$ cat src/rtl/bwmc_pkg.sv
// Shared types, constants and single-precision float helpers for the bone world matrix chain.
package bwmc_pkg;

    localparam int MAX_BONES_DEF = 256;
    localparam int MAT_W         = 512;
    localparam int ROW_W         = 128;
    localparam int IN_DATA_W     = 280;
    localparam int OUT_DATA_W    = 144;
    localparam logic [1:0] ROW_LAST = 2'd3;

    localparam logic [31:0] DEFAULT_NAN = 32'hFFC0_0000;
    localparam logic [31:0] QUIET_BIT   = 32'h0040_0000;

    typedef struct packed {
        logic [7:0]       bone;
        logic [8:0]       parent;
        logic [MAT_W-1:0] rest;
        logic [MAT_W-1:0] basis;
    } job_t;

    function automatic logic [5:0] lzc49(input logic [48:0] r);
        logic [5:0] n;
        logic       found;
        n     = 6'd0;
        found = 1'b0;
        for (int i = 48; i >= 0; i--) begin
            if (!found && r[i]) begin
                n     = 6'(48 - i);
                found = 1'b1;
            end
        end
        return n;
    endfunction

    function automatic logic [31:0] round_pack(input logic sign, input logic signed [11:0] be,
                                               input logic [48:0] m);
        logic [11:0] sh;
        logic [48:0] sm;
        logic [48:0] mask;
        logic        lost;
        logic        g;
        logic        st;
        logic        inc;
        logic [30:0] base;
        logic [31:0] res;
        sh   = 12'd0;
        sm   = 49'd0;
        mask = 49'd0;
        lost = 1'b0;
        g    = 1'b0;
        st   = 1'b0;
        base = 31'd0;
        res  = 32'd0;
        if (be >= 12'sd255) begin
            res = {sign, 8'hFF, 23'd0};
        end
        else begin
            if (be >= 12'sd1) begin
                base = {be[7:0], m[47:25]};
                g    = m[24];
                st   = |m[23:0];
            end
            else begin
                sh = 12'(12'sd1 - be);
                if (sh >= 12'd49) begin
                    sm   = 49'd0;
                    lost = |m;
                end
                else begin
                    sm   = m >> sh;
                    mask = (49'd1 << sh) - 49'd1;
                    lost = |(m & mask);
                end
                base = {8'd0, sm[47:25]};
                g    = sm[24];
                st   = (|sm[23:0]) | lost;
            end
            inc = g & (st | base[0]);
            res = {sign, base + {30'd0, inc}};
        end
        return res;
    endfunction

    function automatic logic [31:0] fmul(input logic [31:0] a, input logic [31:0] b);
        logic               sr;
        logic               a_nan;
        logic               b_nan;
        logic               a_inf;
        logic               b_inf;
        logic               a_zero;
        logic               b_zero;
        logic [23:0]        ma;
        logic [23:0]        mb;
        logic signed [11:0] ea;
        logic signed [11:0] eb;
        logic signed [11:0] be;
        logic [47:0]        p;
        logic [48:0]        r;
        logic [5:0]         lz;
        logic [31:0]        res;
        sr     = a[31] ^ b[31];
        a_nan  = (a[30:23] == 8'hFF) && (a[22:0] != 23'd0);
        b_nan  = (b[30:23] == 8'hFF) && (b[22:0] != 23'd0);
        a_inf  = (a[30:23] == 8'hFF) && (a[22:0] == 23'd0);
        b_inf  = (b[30:23] == 8'hFF) && (b[22:0] == 23'd0);
        a_zero = (a[30:0] == 31'd0);
        b_zero = (b[30:0] == 31'd0);
        ma     = {a[30:23] != 8'd0, a[22:0]};
        mb     = {b[30:23] != 8'd0, b[22:0]};
        ea     = (a[30:23] == 8'd0) ? 12'sd1 : $signed({4'd0, a[30:23]});
        eb     = (b[30:23] == 8'd0) ? 12'sd1 : $signed({4'd0, b[30:23]});
        p      = 48'(ma) * 48'(mb);
        r      = {p, 1'b0};
        lz     = lzc49(r);
        be     = ea + eb - 12'sd126 - $signed({6'd0, lz});
        priority if (a_nan) begin
            res = a | QUIET_BIT;
        end
        else if (b_nan) begin
            res = b | QUIET_BIT;
        end
        else if ((a_inf && b_zero) || (b_inf && a_zero)) begin
            res = DEFAULT_NAN;
        end
        else if (a_inf || b_inf) begin
            res = {sr, 8'hFF, 23'd0};
        end
        else if (a_zero || b_zero) begin
            res = {sr, 31'd0};
        end
        else begin
            res = round_pack(sr, be, r << lz);
        end
        return res;
    endfunction

    function automatic logic [31:0] fadd(input logic [31:0] a, input logic [31:0] b);
        logic               a_nan;
        logic               b_nan;
        logic               a_inf;
        logic               b_inf;
        logic [31:0]        x;
        logic [31:0]        y;
        logic signed [11:0] ex;
        logic [7:0]         ey;
        logic [7:0]         exu;
        logic [7:0]         d;
        logic [48:0]        xw;
        logic [48:0]        yw;
        logic [48:0]        ys;
        logic [48:0]        mask;
        logic               lost;
        logic [48:0]        r;
        logic [5:0]         lz;
        logic signed [11:0] be;
        logic [31:0]        res;
        a_nan = (a[30:23] == 8'hFF) && (a[22:0] != 23'd0);
        b_nan = (b[30:23] == 8'hFF) && (b[22:0] != 23'd0);
        a_inf = (a[30:23] == 8'hFF) && (a[22:0] == 23'd0);
        b_inf = (b[30:23] == 8'hFF) && (b[22:0] == 23'd0);
        if (a[30:0] < b[30:0]) begin
            x = b;
            y = a;
        end
        else begin
            x = a;
            y = b;
        end
        exu  = (x[30:23] == 8'd0) ? 8'd1 : x[30:23];
        ey   = (y[30:23] == 8'd0) ? 8'd1 : y[30:23];
        ex   = $signed({4'd0, exu});
        d    = exu - ey;
        xw   = {1'b0, x[30:23] != 8'd0, x[22:0], 24'd0};
        yw   = {1'b0, y[30:23] != 8'd0, y[22:0], 24'd0};
        mask = 49'd0;
        if (d >= 8'd49) begin
            ys   = 49'd0;
            lost = |yw;
        end
        else begin
            ys   = yw >> d;
            mask = (49'd1 << d) - 49'd1;
            lost = |(yw & mask);
        end
        ys[0] = ys[0] | lost;
        r     = (x[31] == y[31]) ? (xw + ys) : (xw - ys);
        lz    = lzc49(r);
        be    = ex + 12'sd1 - $signed({6'd0, lz});
        priority if (a_nan) begin
            res = a | QUIET_BIT;
        end
        else if (b_nan) begin
            res = b | QUIET_BIT;
        end
        else if (a_inf && b_inf && (a[31] != b[31])) begin
            res = DEFAULT_NAN;
        end
        else if (a_inf) begin
            res = a;
        end
        else if (b_inf) begin
            res = b;
        end
        else if (r == 49'd0) begin
            res = {a[31] & b[31], 31'd0};
        end
        else begin
            res = round_pack(x[31], be, r << lz);
        end
        return res;
    endfunction

endpackage

$ cat src/rtl/bwmc_front.sv
// Input side: latches rest and basis rows and forms one job per bone on its last row.
module bwmc_front
    import bwmc_pkg::*;
(
    input  logic                 clk,
    input  logic                 rst_n,
    input  logic                 s_axis_tvalid,
    output logic                 s_axis_tready,
    input  logic [IN_DATA_W-1:0] s_axis_tdata,
    output logic                 push_valid,
    input  logic                 push_ready,
    output job_t                 push_job
);

    logic [7:0]       bone_index;
    logic [1:0]       row_index;
    logic [8:0]       parent_index;
    logic [ROW_W-1:0] rest_row;
    logic [ROW_W-1:0] basis_row;
    logic             accept;

    logic [ROW_W-1:0] rest_reg  [4];
    logic [ROW_W-1:0] basis_reg [4];
    logic [ROW_W-1:0] rest_next [4];
    logic [ROW_W-1:0] basis_next[4];

    assign bone_index   = s_axis_tdata[7:0];
    assign row_index    = s_axis_tdata[9:8];
    assign parent_index = s_axis_tdata[18:10];
    assign rest_row     = s_axis_tdata[146:19];
    assign basis_row    = s_axis_tdata[274:147];

    assign s_axis_tready = push_ready;
    assign accept        = s_axis_tvalid && push_ready;
    assign push_valid    = s_axis_tvalid && (row_index == ROW_LAST);

    always_comb
    begin
        for (int r = 0; r < 4; r++)
        begin
            rest_next[r]  = rest_reg[r];
            basis_next[r] = basis_reg[r];
        end
        if (accept)
        begin
            rest_next[row_index]  = rest_row;
            basis_next[row_index] = basis_row;
        end
        push_job.bone   = bone_index;
        push_job.parent = parent_index;
        for (int r = 0; r < 4; r++)
        begin
            push_job.rest[r*ROW_W +: ROW_W]  = rest_next[r];
            push_job.basis[r*ROW_W +: ROW_W] = basis_next[r];
        end
    end

    always_ff @(posedge clk)
    begin
        for (int r = 0; r < 4; r++)
        begin
            rest_reg[r]  <= rest_next[r];
            basis_reg[r] <= basis_next[r];
        end
    end

endmodule

$ cat config.mk
export PLATFORM = sky130hd
export DESIGN_NAME = bwmc_front
export DESIGN_NICKNAME = d
export VERILOG_FILES = /design/src/rtl/bwmc_pkg.sv /design/src/rtl/bwmc_front.sv
export SDC_FILE = /design/constraint.sdc
export NUM_CORES = 1
export LEC_CHECK = 0
export BUFFER_PORTS_ARGS = -buffer_cell sky130_fd_sc_hd__buf_2
export CAP_MARGIN = 20
export CORE_AREA = 2 2 524 526
export CTS_BUF_LIST = sky130_fd_sc_hd__clkbuf_2
export DETAILED_ROUTE_END_ITERATION = 7
export DIE_AREA = 0 0 526 528
export PLACE_DENSITY = 0.34
export SYNTH_ARGS = -nofsm -noshare
export SYNTH_HDL_FRONTEND = slang
export SYNTH_SLANG_ARGS = --single-unit
$ cat constraint.sdc
create_clock -name clk -period 1.5 [get_ports clk]
set_input_delay 0.225 -clock clk [delete_from_list [all_inputs] [get_ports clk]]
set_output_delay 0.225 -clock clk [all_outputs]
set_load 0.02 [all_outputs]
**Word level (Yosys, flattened, before mapping)**

Memory sizes are Yosys's and may differ from the RTL's.
Index checks and enable logic that the tools add are counted.

- Order comparisons: 2
- Equality and inequality tests: 1
- Multiplexer cells: 6
- Bitwise operators: 1
- Reductions and logical operators: 3

Operators with widths:

| kind | count |
|---|---|
| $bwmux W512 | 2 |
| $mux W512 | 2 |
| $demux W128 S2 | 1 |
| $mux W128 | 1 |
| $ge A3 B3 Y1 const B | 1 |
| $logic_and A1 B1 Y1 | 3 |
| $lt A3 B1 Y1 const B | 1 |
| $not A2 Y3 | 1 |
| $eq A2 B2 Y1 const B | 1 |

- Register bits after elaboration: 0
- Memories kept: 2
- Word-level logic and storage cells: 15
- Output and inout port bits: 1043
- Bits in writable memories: 1024

Memory list:

| memory | words | bits a word | rd ports | clocked after memory_dff | wr ports | line | RTL |
|---|---|---|---|---|---|---|---|
| basis_reg | 4 | 128 | 4 | 0 | 4 | bwmc_front.sv:23 | `logic [ROW_W-1:0] basis_reg [4];` |
| rest_reg | 4 | 128 | 4 | 0 | 4 | bwmc_front.sv:22 | `logic [ROW_W-1:0] rest_reg [4];` |

**Logic depth before layout (Yosys ltp)**

- Word-level depth: 7
- Depth in mapped cells: 5
- Mapped depth without buffers: 2

**Worst setup path after synthesis**

OpenSTA, ideal clock, no wires.

- Path type: input to output
- Start point: input s_axis_tdata[8]
- End point: output push_job[34] (netlist name)
- Stages on the path: 5
- Path slack: -28 ps
- Path buffers: 3
- Arrival: 1303 ps
- Path through: and4bb_1 > buf_6 > buf_6 > buf_6 > mux2_1

RTL lines:

| element | line | RTL |
|---|---|---|
| from (decl) | bwmc_front.sv:9 | `input logic [IN_DATA_W-1:0] s_axis_tdata,` |
| to (decl) | bwmc_front.sv:12 | `output job_t push_job` |

==> results_dict.tcl <==
set metrics [dict create \
    setup-violations-final 1024 \
    switching_share_pct 35.3 \
    clk_latency_ps 1570 \
    grt_pass1_wl_um 225000 \
    fin_crit_sh_pct 172 \
    whs_ps -1050 \
    synth_cells 2184 \
    numCtsBuffers 306 \
    place_inst 7037 \
    yosysTopAreaCell "dfxtp_1" \
    finClkSkew_ps 0 \
    r2r_end "rest_reg[0][73]" \
    leakage_nw 27.3 \
    start_util_pct 12.2 \
    power_frac_comb_pct 40.3 \
    netlist_area_um2 33200 \
    drt_wl_total_um 169000 \
    crit_type "reg2out" \
    first_pass_iters 4 \
    cts.sinks 1024 \
    cp_num_buf_inv 1 \
    rows 192 \
    core_area_um2 272000 \
    viasPerCell 3.23 \
    fmax_mhz 388 \
    synth_area_leaders "dfxtp_1, mux2_2, mux2_4" \
    worstHoldPathCells 2 \
    fin_cells 7633 \
    grt.overflow.total 0 \
    fin_util_pct 20.9 \
    dieArea_um2 278000 \
    die_height_um 528 \
    final_common_cell "dfxtp_1" \
    fin_total_pwr_mw 94.8 \
    place.gp.congestion 0.787 \
    maxCapViolations 0 \
    clockBufferDepth 4 \
    ys_types 12 \
    cellInternalPower_mw 61.4 \
    hp-start "s_axis_tdata[219]" \
    vias 24600 \
    wire_per_inst_um 22.1 \
    ant_nets 0 \
    regArea_um2 20600 \
    synth_top_area_share_pct 61.8 \
    htreeDepth 5 \
    end_kind "primary output" \
    worst_hold_path.endpoint "basis_reg[3][72]" \
    port_buffers 1286 \
    multi_input_area_um2 15000 \
    cts_tree "done" \
    finalHoldViolCount 1024 \
    grt_pass1_vias 26300 \
    seq_power_share_pct 37.1 \
    max_stage_delay_ps 310 \
    cp_cell_sequence "mux2_4 > buf_6" \
    rsz0062_at_grt "true" \
    cp_top_family "flip-flops" \
    regToRegSetupSlack_ps 670 \
    fill_cells 29600 \
    startpoint_type "flop" \
    grt_max_degree 33 \
    powerDensity_nw_per_um2 1670 \
    setup_ws_ps -1080 \
    pin_count 1327 \
    worstPathArrival_ps 2350 \
    drt-initial-drc-count 669 \
    drive_gt1_share_pct 74.8 \
    worstMarginPinSlew_ps 540 \
    mostFrequentLayoutCells "dfxtp_1, buf_6, mux2_4" \
    finalNetCount 4103 \
    final-max-slew-violation-count 0 \
    antenna_found_initial 61 \
    avgSynthCellArea_um2 15.2 \
    yosysSeqAreaShare_pct 61.8 \
    die_x_um 526 \
    hold_path_class "in2reg" \
    required_ps 1270 \
    crit_path_top_delay_cell "dfxtp_1" \
    clkTransAtPathRegs_ps 100 \
    area_delta_synth_final_pct 71.2 \
    slew_headroom_pct 64.0 \
    crit_fanout 2 \
    hpwlAfterDp_um 131000 \
    status "finished, violations left" \
    min_period_ps 2580 \
    power_frac_clock_pct 22.6 \
    ys_ff_latch 1024 \
    vdd_drop_max_mv 0.831 \
    tns_ps -979190 \
    p_switching_mw 33.5 \
    r2r-start "rest_reg[0][73]" \
    ys_warn_count 0 \
    cts_root_buf "clkbuf_2" \
    track_usage_pct 11.5 \
    worstRegToRegCells 2 \
    synthesis.nets 2468 \
    violations "hold timing, setup timing" \
    drcViolationCount 0 \
]
==> through the flow <==
step | setup slack [ps] | cell area [um2]
floorplan | -22.0 | 33400
finish | -1080 | 56800
CTS | -1610 | 54800
detailed placement | -606 | 44700
global route | -1430 | 56700
global placement | -607 | 44700
==> synthesized netlist by cell type, drive strengths merged <==
cell / number
and4bb: 1
dfxtp: 1024
buf: 129
and3: 1
mux2: 1024
nand4: 1
clkbuf: 2
nand4b: 2
==> worst reg2reg max path, delay by kind of cell (launching register included) <==
kind | cells | cell delay [ps]
buf+inv | 1 | 140
flops | 1 | 320
mux | 1 | 270
==> how the worst max path moves through the flow <==
| stage | depth (start not counted) | slack, ps | startpoint | endpoint |
|---|---|---|---|---|
| after floorplan | 5 | -20 | s_axis_tdata[8] | push_job[10] |
| after global placement | 6 | -610 | s_axis_tdata[9] | push_job[651] |
| after detailed placement | 6 | -610 | s_axis_tdata[9] | push_job[651] |
| after CTS | 2 | -1610 | rest_reg[2][8] | push_job[776] |
| after global routing | 2 | -1430 | rest_reg[2][8] | push_job[776] |
| final | 2 | -1080 | basis_reg[3][35] | push_job[419] |
==> power groups by stage <==
| stage | clock network [mW] | logic [mW] | registers [mW] |
|---|---|---|---|
| after floorplan | 0 | 16.3 | 35.0 |
| after global placement | 0 | 27.1 | 35.2 |
| after detailed placement | 0 | 27.0 | 35.4 |
| after CTS | 23.0 | 36.4 | 35.0 |
| after global routing | 24.2 | 39.8 | 35.8 |
| final | 21.4 | 38.2 | 35.2 |
==> layer usage <==
| metal | vias to the layer above | track usage, % | wire [um] |
|---|---|---|---|
| li1 | 11100 | - | - |
| met1 | 11900 | 13.9 | 69900 |
| met2 | 1250 | 18.3 | 76000 |
| met3 | 337 | 4.58 | 16900 |
| met4 | 26 | 4.36 | 5710 |
| met5 | - | 0 | 164 |
==> cell type report <==
type	instances	share of cell area, %
diodes	31	0.137
clock inverters	63	0.678
flip-flops and latches	1024	36.2
well taps	3589	7.91
clock buffers	439	3.87
repair buffers	1458	24.8
multi-input cells	1029	26.4
==> cell families after synthesis <==
family | after synthesis | share of synthesized area (%)
buffers and inverters | 131 | 2.63
DFF | 1024 | 61.8
muxes | 1024 | 35.4
and+or+nand+nor | 5 | 0.128
==> repair_timing <==
| action | CTS | global route |
|---|---|---|
| buffers inserted | 16 | 47 |
| resized for setup | 2216 | 609 |
| setup endpoints to repair | 1024 | 1024 |
| hold endpoints to repair | 1024 | 1024 |
Power figures use the tool's default switching activity.
